$ cat config.mk
export PLATFORM = sky130hd
export DESIGN_NAME = segment_display_frame_sender_flat
export DESIGN_NICKNAME = d
export VERILOG_FILES = /design/src/design/sdfs_pkg.sv /design/src/design/sdfs_if.sv /design/src/design/segment_display_frame_sender.sv /design/src/design/sdfs_front.sv /design/src/design/sdfs_queue.sv /design/src/design/sdfs_back.sv /design/src/flat_wrapper.sv
export SDC_FILE = /design/constraint.sdc
export NUM_CORES = 1
export LEC_CHECK = 0
export ABC_AREA = 1
export BUFFER_PORTS_ARGS = -buffer_cell sky130_fd_sc_hd__buf_2
export CAP_MARGIN = 30
export CORE_AREA = 2 2 100 102
export DETAILED_ROUTE_END_ITERATION = 8
export DIE_AREA = 0 0 102 104
export GPL_ROUTABILITY_DRIVEN = 0
export MAX_ROUTING_LAYER = met4
export PLACE_DENSITY = 0.48
export SLEW_MARGIN = 20
export SYNTH_ARGS = -nofsm -noshare
export SYNTH_HDL_FRONTEND = slang
export SYNTH_SLANG_ARGS = --single-unit
$ cat constraint.sdc
create_clock -name clk -period 4.35 [get_ports clk]
set_input_delay 0.435 -clock clk [delete_from_list [all_inputs] [get_ports clk]]
set_output_delay 0.435 -clock clk [all_outputs]
set_load 0.1 [all_outputs]
$ cat src/design/sdfs_pkg.sv
// ----------------------------------------------------------------------------
// sdfs_pkg
// Shared types, constants and lookup functions for the seven-segment display
// frame sender.
// ----------------------------------------------------------------------------
package sdfs_pkg;

  // Command kinds.
  localparam logic KIND_DIGIT  = 1'b0;
  localparam logic KIND_BRIGHT = 1'b1;

  // Fixed bytes of the display driver protocol.
  localparam logic [7:0] ADDR_BRIGHT = 8'h18;
  localparam logic [7:0] DOT_MASK    = 8'h80;

  // Line framing: start, eight data bits, odd parity, stop.
  localparam int unsigned BYTE_BITS  = 11;
  localparam int unsigned FRAME_BITS = 2 * BYTE_BITS;
  localparam int unsigned BIT_CNT_W  = $clog2(FRAME_BITS);

  // Default depth of the queue between classifier and serializer.
  localparam int unsigned FIFO_DEPTH_DEF = 2;

  // One command reduced to the two bytes that go on the line.
  typedef struct packed {
    logic [7:0] addr;
    logic [7:0] data;
  } sdfs_frame_t;

  // Head of the queue as seen by the serializer.
  typedef struct packed {
    logic        avail;
    sdfs_frame_t frame;
  } sdfs_q_head_t;

  // Segment pattern for a glyph index; the last index is blank.
  function automatic logic [7:0] glyph(input logic [4:0] idx);
    logic [7:0] seg;
    case (idx)
      5'd0:    seg = 8'h3f;
      5'd1:    seg = 8'h06;
      5'd2:    seg = 8'h5b;
      5'd3:    seg = 8'h4f;
      5'd4:    seg = 8'h66;
      5'd5:    seg = 8'h6d;
      5'd6:    seg = 8'h7d;
      5'd7:    seg = 8'h07;
      5'd8:    seg = 8'h7f;
      5'd9:    seg = 8'h6f;
      5'd10:   seg = 8'h77;
      5'd11:   seg = 8'h7c;
      5'd12:   seg = 8'h58;
      5'd13:   seg = 8'h5e;
      5'd14:   seg = 8'h79;
      5'd15:   seg = 8'h71;
      5'd16:   seg = 8'h6f;
      5'd17:   seg = 8'h76;
      5'd18:   seg = 8'h04;
      5'd19:   seg = 8'h38;
      5'd20:   seg = 8'h54;
      5'd21:   seg = 8'h5c;
      5'd22:   seg = 8'h73;
      5'd23:   seg = 8'h50;
      5'd24:   seg = 8'h6d;
      5'd25:   seg = 8'h78;
      5'd26:   seg = 8'h1c;
      5'd27:   seg = 8'h3e;
      5'd28:   seg = 8'h00;
      5'd29:   seg = 8'h6e;
      5'd30:   seg = 8'h40;
      default: seg = 8'h00;
    endcase
    return seg;
  endfunction

  // Grid address for positions 1 to 4 (position minus one as index).
  function automatic logic [7:0] grid_addr(input logic [1:0] idx);
    logic [7:0] a;
    case (idx)
      2'd0:    a = 8'h08;
      2'd1:    a = 8'h88;
      2'd2:    a = 8'h48;
      default: a = 8'hc8;
    endcase
    return a;
  endfunction

endpackage

$ cat src/design/sdfs_if.sv
// ----------------------------------------------------------------------------
// sdfs_if
// Valid/ready channels of the frame sender: the command channel and the
// serial line channel.
// ----------------------------------------------------------------------------
interface sdfs_cmd_if;
  logic       valid;
  logic       ready;
  logic       kind;
  logic [4:0] digit_value;
  logic [2:0] position;
  logic       dot;
  logic [2:0] current_level;
  logic [3:0] duty_level;

  modport source (output valid, kind, digit_value, position, dot, current_level,
                  duty_level, input ready);
  modport sink (input valid, kind, digit_value, position, dot, current_level,
                duty_level, output ready);
endinterface

interface sdfs_line_if;
  logic valid;
  logic ready;
  logic line_level;
  logic last;

  modport source (output valid, line_level, last, input ready);
  modport sink (input valid, line_level, last, output ready);
endinterface

$ cat src/design/segment_display_frame_sender.sv
// A sending command is registered in the queue and then loaded into the
// serializer shift register before its first line bit shows; commands to
// an invalid position produce nothing. Throughput: 22 output beats per
// command, one per cycle while the line is ready, paced by the bit serializer.
// Reset: synchronous, active high; the queue and serializer return to empty.
// ----------------------------------------------------------------------------
// segment_display_frame_sender
// Top level: classifier, frame queue and line serializer.
// ----------------------------------------------------------------------------
module segment_display_frame_sender import sdfs_pkg::*; #(
  parameter int unsigned FIFO_DEPTH = FIFO_DEPTH_DEF
) (
  input  logic        clk,
  input  logic        rst,
  sdfs_cmd_if.sink    cmd,
  sdfs_line_if.source line
);

  logic         push;
  logic         full;
  logic         pop;
  sdfs_frame_t  frame;
  sdfs_q_head_t head;

  // Classify incoming commands.
  sdfs_front u_front (
    .cmd   (cmd),
    .full  (full),
    .push  (push),
    .frame (frame)
  );

  // Decouple classifier and serializer.
  sdfs_queue #(.DEPTH(FIFO_DEPTH)) u_queue (
    .clk      (clk),
    .rst      (rst),
    .push     (push),
    .wr_frame (frame),
    .full     (full),
    .pop      (pop),
    .head     (head)
  );

  // Serialize frames onto the line.
  sdfs_back u_back (
    .clk  (clk),
    .rst  (rst),
    .head (head),
    .pop  (pop),
    .line (line)
  );

endmodule

$ cat src/design/sdfs_front.sv
// ----------------------------------------------------------------------------
// sdfs_front
// Command classifier: accepts command beats, drops digit writes to a
// position outside the grid and builds the address and data bytes.
// ----------------------------------------------------------------------------
module sdfs_front import sdfs_pkg::*; (
  sdfs_cmd_if.sink    cmd,
  input  logic        full,
  output logic        push,
  output sdfs_frame_t frame
);

  logic       send;
  logic [7:0] digit_data;
  logic [7:0] bright_data;
  logic [2:0] pos_m1;

  // A command is taken whenever the queue has room.
  assign cmd.ready = !full;

  // Digit write bytes.
  assign pos_m1     = cmd.position - 3'd1;
  assign digit_data = glyph(cmd.digit_value) | (cmd.dot ? DOT_MASK : 8'h00);

  // Brightness byte: reversed duty on top, reversed current below, bit 0 clear.
  assign bright_data = {cmd.duty_level[0], cmd.duty_level[1], cmd.duty_level[2],
                        cmd.duty_level[3], cmd.current_level[0],
                        cmd.current_level[1], cmd.current_level[2], 1'b0};

  // Classify and select the frame.
  always_comb begin
    if (cmd.kind == KIND_BRIGHT) begin
      send       = 1'b1;
      frame.addr = ADDR_BRIGHT;
      frame.data = bright_data;
    end else begin
      send       = (cmd.position >= 3'd1) && (cmd.position <= 3'd4);
      frame.addr = grid_addr(pos_m1[1:0]);
      frame.data = digit_data;
    end
  end

  assign push = cmd.valid && !full && send;

endmodule

$ cat src/design/sdfs_queue.sv
// ----------------------------------------------------------------------------
// sdfs_queue
// Small register queue of pending frames between the classifier and the
// serializer.
// ----------------------------------------------------------------------------
module sdfs_queue import sdfs_pkg::*; #(
  parameter int unsigned DEPTH = FIFO_DEPTH_DEF
) (
  input  logic         clk,
  input  logic         rst,
  input  logic         push,
  input  sdfs_frame_t  wr_frame,
  output logic         full,
  input  logic         pop,
  output sdfs_q_head_t head
);

  localparam int unsigned PTR_W = (DEPTH > 1) ? $clog2(DEPTH) : 1;
  localparam int unsigned CNT_W = $clog2(DEPTH + 1);

  sdfs_frame_t      mem [DEPTH];
  logic [PTR_W-1:0] wr_ptr;
  logic [PTR_W-1:0] rd_ptr;
  logic [CNT_W-1:0] count;
  logic             do_push;
  logic             do_pop;

  assign full       = (count == CNT_W'(DEPTH));
  assign head.avail = (count != '0);
  assign head.frame = mem[rd_ptr];
  assign do_push    = push && !full;
  assign do_pop     = pop && head.avail;

  // Entry storage.
  always_ff @(posedge clk) begin
    if (do_push) begin
      mem[wr_ptr] <= wr_frame;
    end
  end

  // Pointers and fill count.
  always_ff @(posedge clk) begin
    if (rst) begin
      wr_ptr <= '0;
      rd_ptr <= '0;
      count  <= '0;
    end else begin
      if (do_push) begin
        wr_ptr <= (wr_ptr == PTR_W'(DEPTH - 1)) ? '0 : wr_ptr + 1'b1;
      end
      if (do_pop) begin
        rd_ptr <= (rd_ptr == PTR_W'(DEPTH - 1)) ? '0 : rd_ptr + 1'b1;
      end
      if (do_push && !do_pop) begin
        count <= count + 1'b1;
      end else if (do_pop && !do_push) begin
        count <= count - 1'b1;
      end
    end
  end

endmodule

$ cat src/design/sdfs_back.sv
// ----------------------------------------------------------------------------
// sdfs_back
// Line serializer: expands a frame into 22 line bits (two 8-O-1 bytes) and
// presents one bit per beat from a shift register.
// ----------------------------------------------------------------------------
module sdfs_back import sdfs_pkg::*; (
  input  logic         clk,
  input  logic         rst,
  input  sdfs_q_head_t head,
  output logic         pop,
  sdfs_line_if.source  line
);

  logic                  busy;
  logic [FRAME_BITS-1:0] bits;
  logic [BIT_CNT_W-1:0]  cnt;
  logic                  at_end;
  logic                  beat;
  logic                  load;
  logic [FRAME_BITS-1:0] head_bits;

  // Line bits of one byte, first bit in the LSB.
  function automatic logic [BYTE_BITS-1:0] byte_bits(input logic [7:0] b);
    return {1'b1, ~^b, b, 1'b0};
  endfunction

  assign head_bits = {byte_bits(head.frame.data), byte_bits(head.frame.addr)};
  assign at_end    = (cnt == BIT_CNT_W'(FRAME_BITS - 1));
  assign beat      = busy && line.ready;
  assign load      = head.avail && (!busy || (beat && at_end));
  assign pop       = load;

  assign line.valid      = busy;
  assign line.line_level = bits[0];
  assign line.last       = at_end;

  // Control: busy flag and bit counter.
  always_ff @(posedge clk) begin
    if (rst) begin
      busy <= 1'b0;
      cnt  <= '0;
    end else if (load) begin
      busy <= 1'b1;
      cnt  <= '0;
    end else if (beat) begin
      busy <= !at_end;
      cnt  <= at_end ? '0 : cnt + 1'b1;
    end
  end

  // Shift register of pending line bits.
  always_ff @(posedge clk) begin
    if (load) begin
      bits <= head_bits;
    end else if (beat) begin
      bits <= {1'b0, bits[FRAME_BITS-1:1]};
    end
  end

endmodule

$ cat src/flat_wrapper.sv
// flat-port wrapper written by rule: the top's interface ports become plain ports
module segment_display_frame_sender_flat import sdfs_pkg::*;
#(
  parameter int unsigned FIFO_DEPTH = FIFO_DEPTH_DEF
)
  (clk, rst, cmd_valid, cmd_kind, cmd_digit_value, cmd_position, cmd_dot, cmd_current_level, cmd_duty_level, cmd_ready, line_valid, line_line_level, line_last, line_ready);
  sdfs_cmd_if cmd_i ();
  sdfs_line_if line_i ();
  input  logic clk;
  input  logic rst;
  input wire logic [$bits(cmd_i.valid)-1:0] cmd_valid;
  input wire logic [$bits(cmd_i.kind)-1:0] cmd_kind;
  input wire logic [$bits(cmd_i.digit_value)-1:0] cmd_digit_value;
  input wire logic [$bits(cmd_i.position)-1:0] cmd_position;
  input wire logic [$bits(cmd_i.dot)-1:0] cmd_dot;
  input wire logic [$bits(cmd_i.current_level)-1:0] cmd_current_level;
  input wire logic [$bits(cmd_i.duty_level)-1:0] cmd_duty_level;
  output wire logic [$bits(cmd_i.ready)-1:0] cmd_ready;
  output wire logic [$bits(line_i.valid)-1:0] line_valid;
  output wire logic [$bits(line_i.line_level)-1:0] line_line_level;
  output wire logic [$bits(line_i.last)-1:0] line_last;
  input wire logic [$bits(line_i.ready)-1:0] line_ready;
  assign cmd_i.valid = cmd_valid;
  assign cmd_i.kind = cmd_kind;
  assign cmd_i.digit_value = cmd_digit_value;
  assign cmd_i.position = cmd_position;
  assign cmd_i.dot = cmd_dot;
  assign cmd_i.current_level = cmd_current_level;
  assign cmd_i.duty_level = cmd_duty_level;
  assign cmd_ready = cmd_i.ready;
  assign line_valid = line_i.valid;
  assign line_line_level = line_i.line_level;
  assign line_last = line_i.last;
  assign line_i.ready = line_ready;
  segment_display_frame_sender #(.FIFO_DEPTH(FIFO_DEPTH)) u_core (.clk(clk), .rst(rst), .cmd(cmd_i), .line(line_i));
endmodule
== Word-level counts from Yosys, hierarchy flattened ==
Memories as Yosys holds them, arrays and structs flattened. A register that Yosys moved wholly into a read port is not among the register bits.
Index checks and enable logic that the tools add are counted.
Widths: inputs -> output; s select.

* Memory bits (writable): 32
* Memories kept: 2
* Logic and storage cells: 62
* Bits in read-only memories: 224
* Bits in registers: 32

* $lt $le $gt $ge: 2
* Reduce and logical (&&, ||, !) cells: 23
* Equal/unequal tests: 4
* Muxes and demuxes: 17
* $add $sub $neg: 6
* Bitwise logic cells: 1

{| class="wikitable"
|+ Memories
! name !! words !! width !! read ports !! clocked after memory_dff !! wr ports !! RTL line !! source
|-
| (no name shown) || 32 || 7 || 1 || 0 || 0 || sdfs_pkg.sv:39 || <nowiki>case (idx)</nowiki>
|-
| u_core.u_queue.mem || 2 || 16 || 1 || 1 || 1 || sdfs_queue.sv:21 || <nowiki>sdfs_frame_t mem [DEPTH];</nowiki>
|}

{| class="wikitable"
|+ Operators with widths
! operator !! number
|-
| $mux 21 || 2
|-
| $pmux 8 s3 || 1
|-
| $mux 16 || 1
|-
| $reduce_xnor 8->1 || 2
|-
| $logic_and 1x1->1 || 10
|-
| $mux 1 || 9
|-
| $mux 8 || 1
|-
| $or 8x8->8 || 1
|-
| $reduce_bool 2->1 || 3
|-
| $add 5x1->5 const B || 1
|-
| $eq 5x5->1 const B || 1
|-
| $logic_not 1->1 || 5
|-
| $mux 5 || 1
|-
| $eq 2x2->1 const B || 2
|-
| $mux 2 || 2
|-
| $sub 2x1->2 const B || 2
|-
| $ge 3x1->1 const B || 1
|-
| $le 3x3->1 const B || 1
|-
| $add 1x1->1 const B || 2
|-
| $add 2x1->2 const B || 1
|-
| $eq 2x1->1 const B || 1
|-
| $logic_not 2->1 || 1
|-
| $reduce_or 2->1 || 1
|-
| $logic_or 1x1->1 || 1
|}

== Depth between registers and ports, before layout ==
* Depth after elaboration: 9
* Mapped depth: 13
* Mapped depth without buffers: 13

== Cells and area by module ==
A second synthesis with hierarchy kept.

* Cell total of the unflattened synthesis: 437
* Area, all modules: 3767.4 µm²

{| class="wikitable"
|+ By module, submodules not included
! module !! cells an instance !! area an instance (µm²) !! seq. area each (µm²) !! instances
|-
| sdfs_back || 223 || 1625.3 || 740.7 || 1
|-
| sdfs_queue || 87 || 1453.9 || 1061.0 || 1
|-
| sdfs_front || 127 || 688.2 || 0.0 || 1
|}

== Least setup slack after synthesis ==
Ideal clock, no wire load.

* Path type: register to register
* From: register u_core.u_back.busy, in the netlist u_core.u_back.line.valid
* To: register u_core.u_queue.count[1]
* Period minus slack after synthesis: 2605 ps
* Buffers on the path: 1
* Slack: 1745 ps
* Arrival time: 2483 ps
* Data required time: 4228 ps
* Cell stages (with the launch flop): 12
* Library setup time: 122 ps
* Path through: dfxtp_1 nand2_2 inv_2 nand2_1 nand2_2 nand2_2 buf_2 ha_1 a21oi_1 o21ai_0 o21ai_0 a21oi_1

* Longest elaborated chain between the ends: 8
* Elaborated cells between the ends (all ways): 11

{| class="wikitable"
|+ RTL lines
! element !! RTL line !! source
|-
| from (decl) || sdfs_back.sv:14 || <nowiki>logic busy;</nowiki>
|-
| from (signal assigned) || sdfs_back.sv:46 || <nowiki>busy <= !at_end;</nowiki>
|-
| $logic_and 1x1->1 || sdfs_back.sv:29 || <nowiki>assign beat = busy && line.ready;</nowiki>
|-
| $logic_and 1x1->1 || sdfs_back.sv:30 || <nowiki>assign load = head.avail && (!busy || (beat && at_end));</nowiki>
|-
| $logic_or 1x1->1 * || sdfs_back.sv:30 ||
|-
| $logic_and 1x1->1 * || sdfs_back.sv:30 ||
|-
| $logic_and 1x1->1 * || sdfs_queue.sv:32 || <nowiki>assign do_pop = pop && head.avail;</nowiki>
|-
| $logic_not 1->1 || sdfs_queue.sv:54 || <nowiki>if (do_push && !do_pop) begin</nowiki>
|-
| $logic_and 1x1->1 || sdfs_queue.sv:54 ||
|-
| $mux 2 or $reduce_bool 2->1 (tied branches) || - ||
|-
| to (signal assigned) || sdfs_queue.sv:55 || <nowiki>count <= count + 1'b1;</nowiki>
|-
| to (signal assigned) || sdfs_queue.sv:57 || <nowiki>count <= count - 1'b1;</nowiki>
|-
| to (decl) || sdfs_queue.sv:24 || <nowiki>logic [CNT_W-1:0] count;</nowiki>
|}

Mark *: on every way between the ends. The rest lies on a longest branch, timed or not.
A chain may end at the register's enable or synchronous reset.

== Worst setup path after layout ==
Ends and elaborated chain as after synthesis.

==> run metrics <==
TNS Setup 0 ps; die width 102 um; Slew @ Worst Pin 728 ps; I/O pins 25; die height 104 um; Syn Inst Count 376; number of iterations in the first detailed-routing pass 4; hpwl dp 4220 um; clk slew on worst S/H paths 100 ps; GRT Total Usage 12.1%; most common cell after layout, fill and taps aside nand2_1; crit-path max FO 31; CP most frequent cell nand2_2; CP required 4550 ps; slowest cell on the critical path ha_1; ant diodes 0; Critical Path Max Stage Delay 440 ps; initial antenna violation count 0; CTS root buffer clkbuf_8; DRT antenna net count 0; Final #Nets 428; RSZ-0062 raised after global routing false; Pins Over Slew Limit 0; clock latency on the worst-skew pair 310 ps; syn_nets 407; hold-fix buffers at CTS 0; status complete, no violations; HP Class primary input to flop; flops & latches, synth 55; sw frac 40.4%; Primary FF master, synth edfxtp_1; drt wl/cell 10.7 um; Post-CTS Resized 0; TritonCTS clock tree built; TritonCTS Sinks 55; Tcrit/Tclk final 54.7%; register area share after synthesis 50.1%; PD cells 543 mW/mm^2; Area Overhead vs Synth 10.3%; largest net degree at the start of global routing 32; fin worst setup slack 1970 ps; Mapped Area 0.00299 mm^2; clock power share 15.3%; CP startpoint kind flop; Distinct cells, synth 27; fraction of registers with async set/reset 0%; share of cells above drive strength 1 11.8%; via count 2328; cell count after placement 523; Port Buffers 24; crit path cell chain nand2_2 > inv_2 > nand2_1 > nand2_2 > nand2_2 > ha_1 > a21oi_1 > o21ai_0 > o21ai_0 > a21oi_1; Reg power frac 47.0%; setup violators final 0; Core Area 0.00955 mm^2; commonest cells after routing, fill and taps aside nand2_1, edfxtp_1, inv_1; Arr. time, crit path 2580 ps; First DRT Iteration DRCs 109; kind of end point of the critical path flop; pre-CTS setup slack 1840 ps; drt total wl 5660 um; Post-Route Utilization 34.6%; Vias/cell 4.38; # rows 36; skew final 16.1 ps; peak supply drop 0.000161 V; critical path class flop to flop; via count of the first global-routing pass 2217; Ys Warns 0; Final Hold Viols 0; fmax 420 MHz; first-pass GRT wire length 10000 um; max cap viols 0; switching power 724 uW; Lkg Pwr 0.00149 uW; die footprint 0.0106 mm^2; Residual DRC 0; min Tclk post-route 2380 ps; post-CTS setup buffers 0; Max-slew headroom 51.4%; number of synthesized flops with an enable pin 40; Initial Util 31.4%; Internal Power 1070 uW; CTS Buf Count 5; Gate power share 37.7%; H-tree Lvls 2; Max Buffers Root-to-Sink 2; syn_area_per_cell 7.96 um^2; Final Non-Filler Cells 531; global route overflow 0
registers in the layout (all words and copies together) (netlist names), named ones only:
| register | cells |
|---|---|
| u_core.u_queue.mem | 22 |
| u_core.u_queue.wr_ptr | 1 |
| u_core.u_back.line.valid | 1 |
| u_core.u_back.bits | 22 |
| u_core.u_queue.rd_ptr | 1 |
| u_core.u_back.cnt | 5 |
| u_core.u_queue.count | 2 |
final cells by class:
| cell class | count | area, um^2 |
|---|---|---|
| multi-input combinational | 263 | 1240 |
| timing repair buffer | 27 | 143 |
| clock inverter | 3 | 17.5 |
| tap | 133 | 166 |
| fill | 1044 | 6250 |
| clock buffer | 5 | 68.8 |
| sequential | 55 | 1500 |
| inverter | 45 | 169 |
routing by layer:
metal	routed length (um)	track usage, %	part of all wire, %	vias up
met5	0	-	0	-
met4	139	5.14	2.5	0
met3	180	2.02	3.2	11
met2	2610	19.3	46	47
met1	2720	15.0	48	1012
li1	-	-	-	1258
synth_stat cells (2+ instances only):
library cell    n  area, um^2
dfxtp_1        15         300
clkbuf_1        3        11.3
buf_4           5        37.5
o211ai_1        3        22.5
inv_2           8        30.0
o21ai_0        16        80.1
nand2_2         3        18.8
buf_2           3        15.0
nor2_1         27         101
ha_1           10         125
o21ai_1        14        70.1
edfxtp_1       40        1200
nand3_1        27         135
buf_6           2        22.5
nand2_1       135         507
xor2_1          4        35.0
inv_1          36         135
a21oi_1        16        80.1
critical path, delay by kind of cell (launching register included):
family                   cells  cell delay (ps)
flip-flops                   1              400
buffers and inverters        1              320
AO/OA/AOI/OAI                4              430
AND/OR/NAND/NOR              4              690
adder cells (fa/ha/maj)      1              440
final timing paths:
kind / start / to / slack (ps) / cells after the start
max: u_core.u_back.line.valid / u_core.u_queue.count[1] / 1970 / 10
min: rst / u_core.u_back.line.valid / 300 / 2
max reg2reg: u_core.u_back.line.valid / u_core.u_queue.count[1] / 1970 / 10
min reg2reg: u_core.u_back.bits[0] / u_core.u_back.bits[0] / 470 / 2
logic make-up (layout without fill, tap and decap cells):
family,after synthesis,in the layout,synth area share [%]
flops,55,55,50.1
simple gates,194,194,25.9
buf+inv,58,80,8.52
xor+xnor,5,5,1.46
fa+ha+maj,10,10,4.18
compound gates,54,54,9.82
metrics by stage:
stage               hold slack [ps]  power, uW  instance area, um^2
finish                          299       1790                 3300
detailed placement              457       1540                 3220
CTS                             284       1820                 3300
global route                    289       1960                 3300
global placement                455       1530                 3200
floorplan                       428       1420                 2990
power groups by stage:
| stage | registers [uW] | logic (uW) | clock network, uW |
|---|---|---|---|
| after global placement | 857 | 673 | 0 |
| after CTS | 845 | 686 | 287 |
| after floorplan | 877 | 539 | 0 |
| after detailed placement | 855 | 685 | 0 |
| final | 843 | 676 | 274 |
| after global routing | 865 | 782 | 312 |
Note: power is estimated with default switching activity, not from simulation.
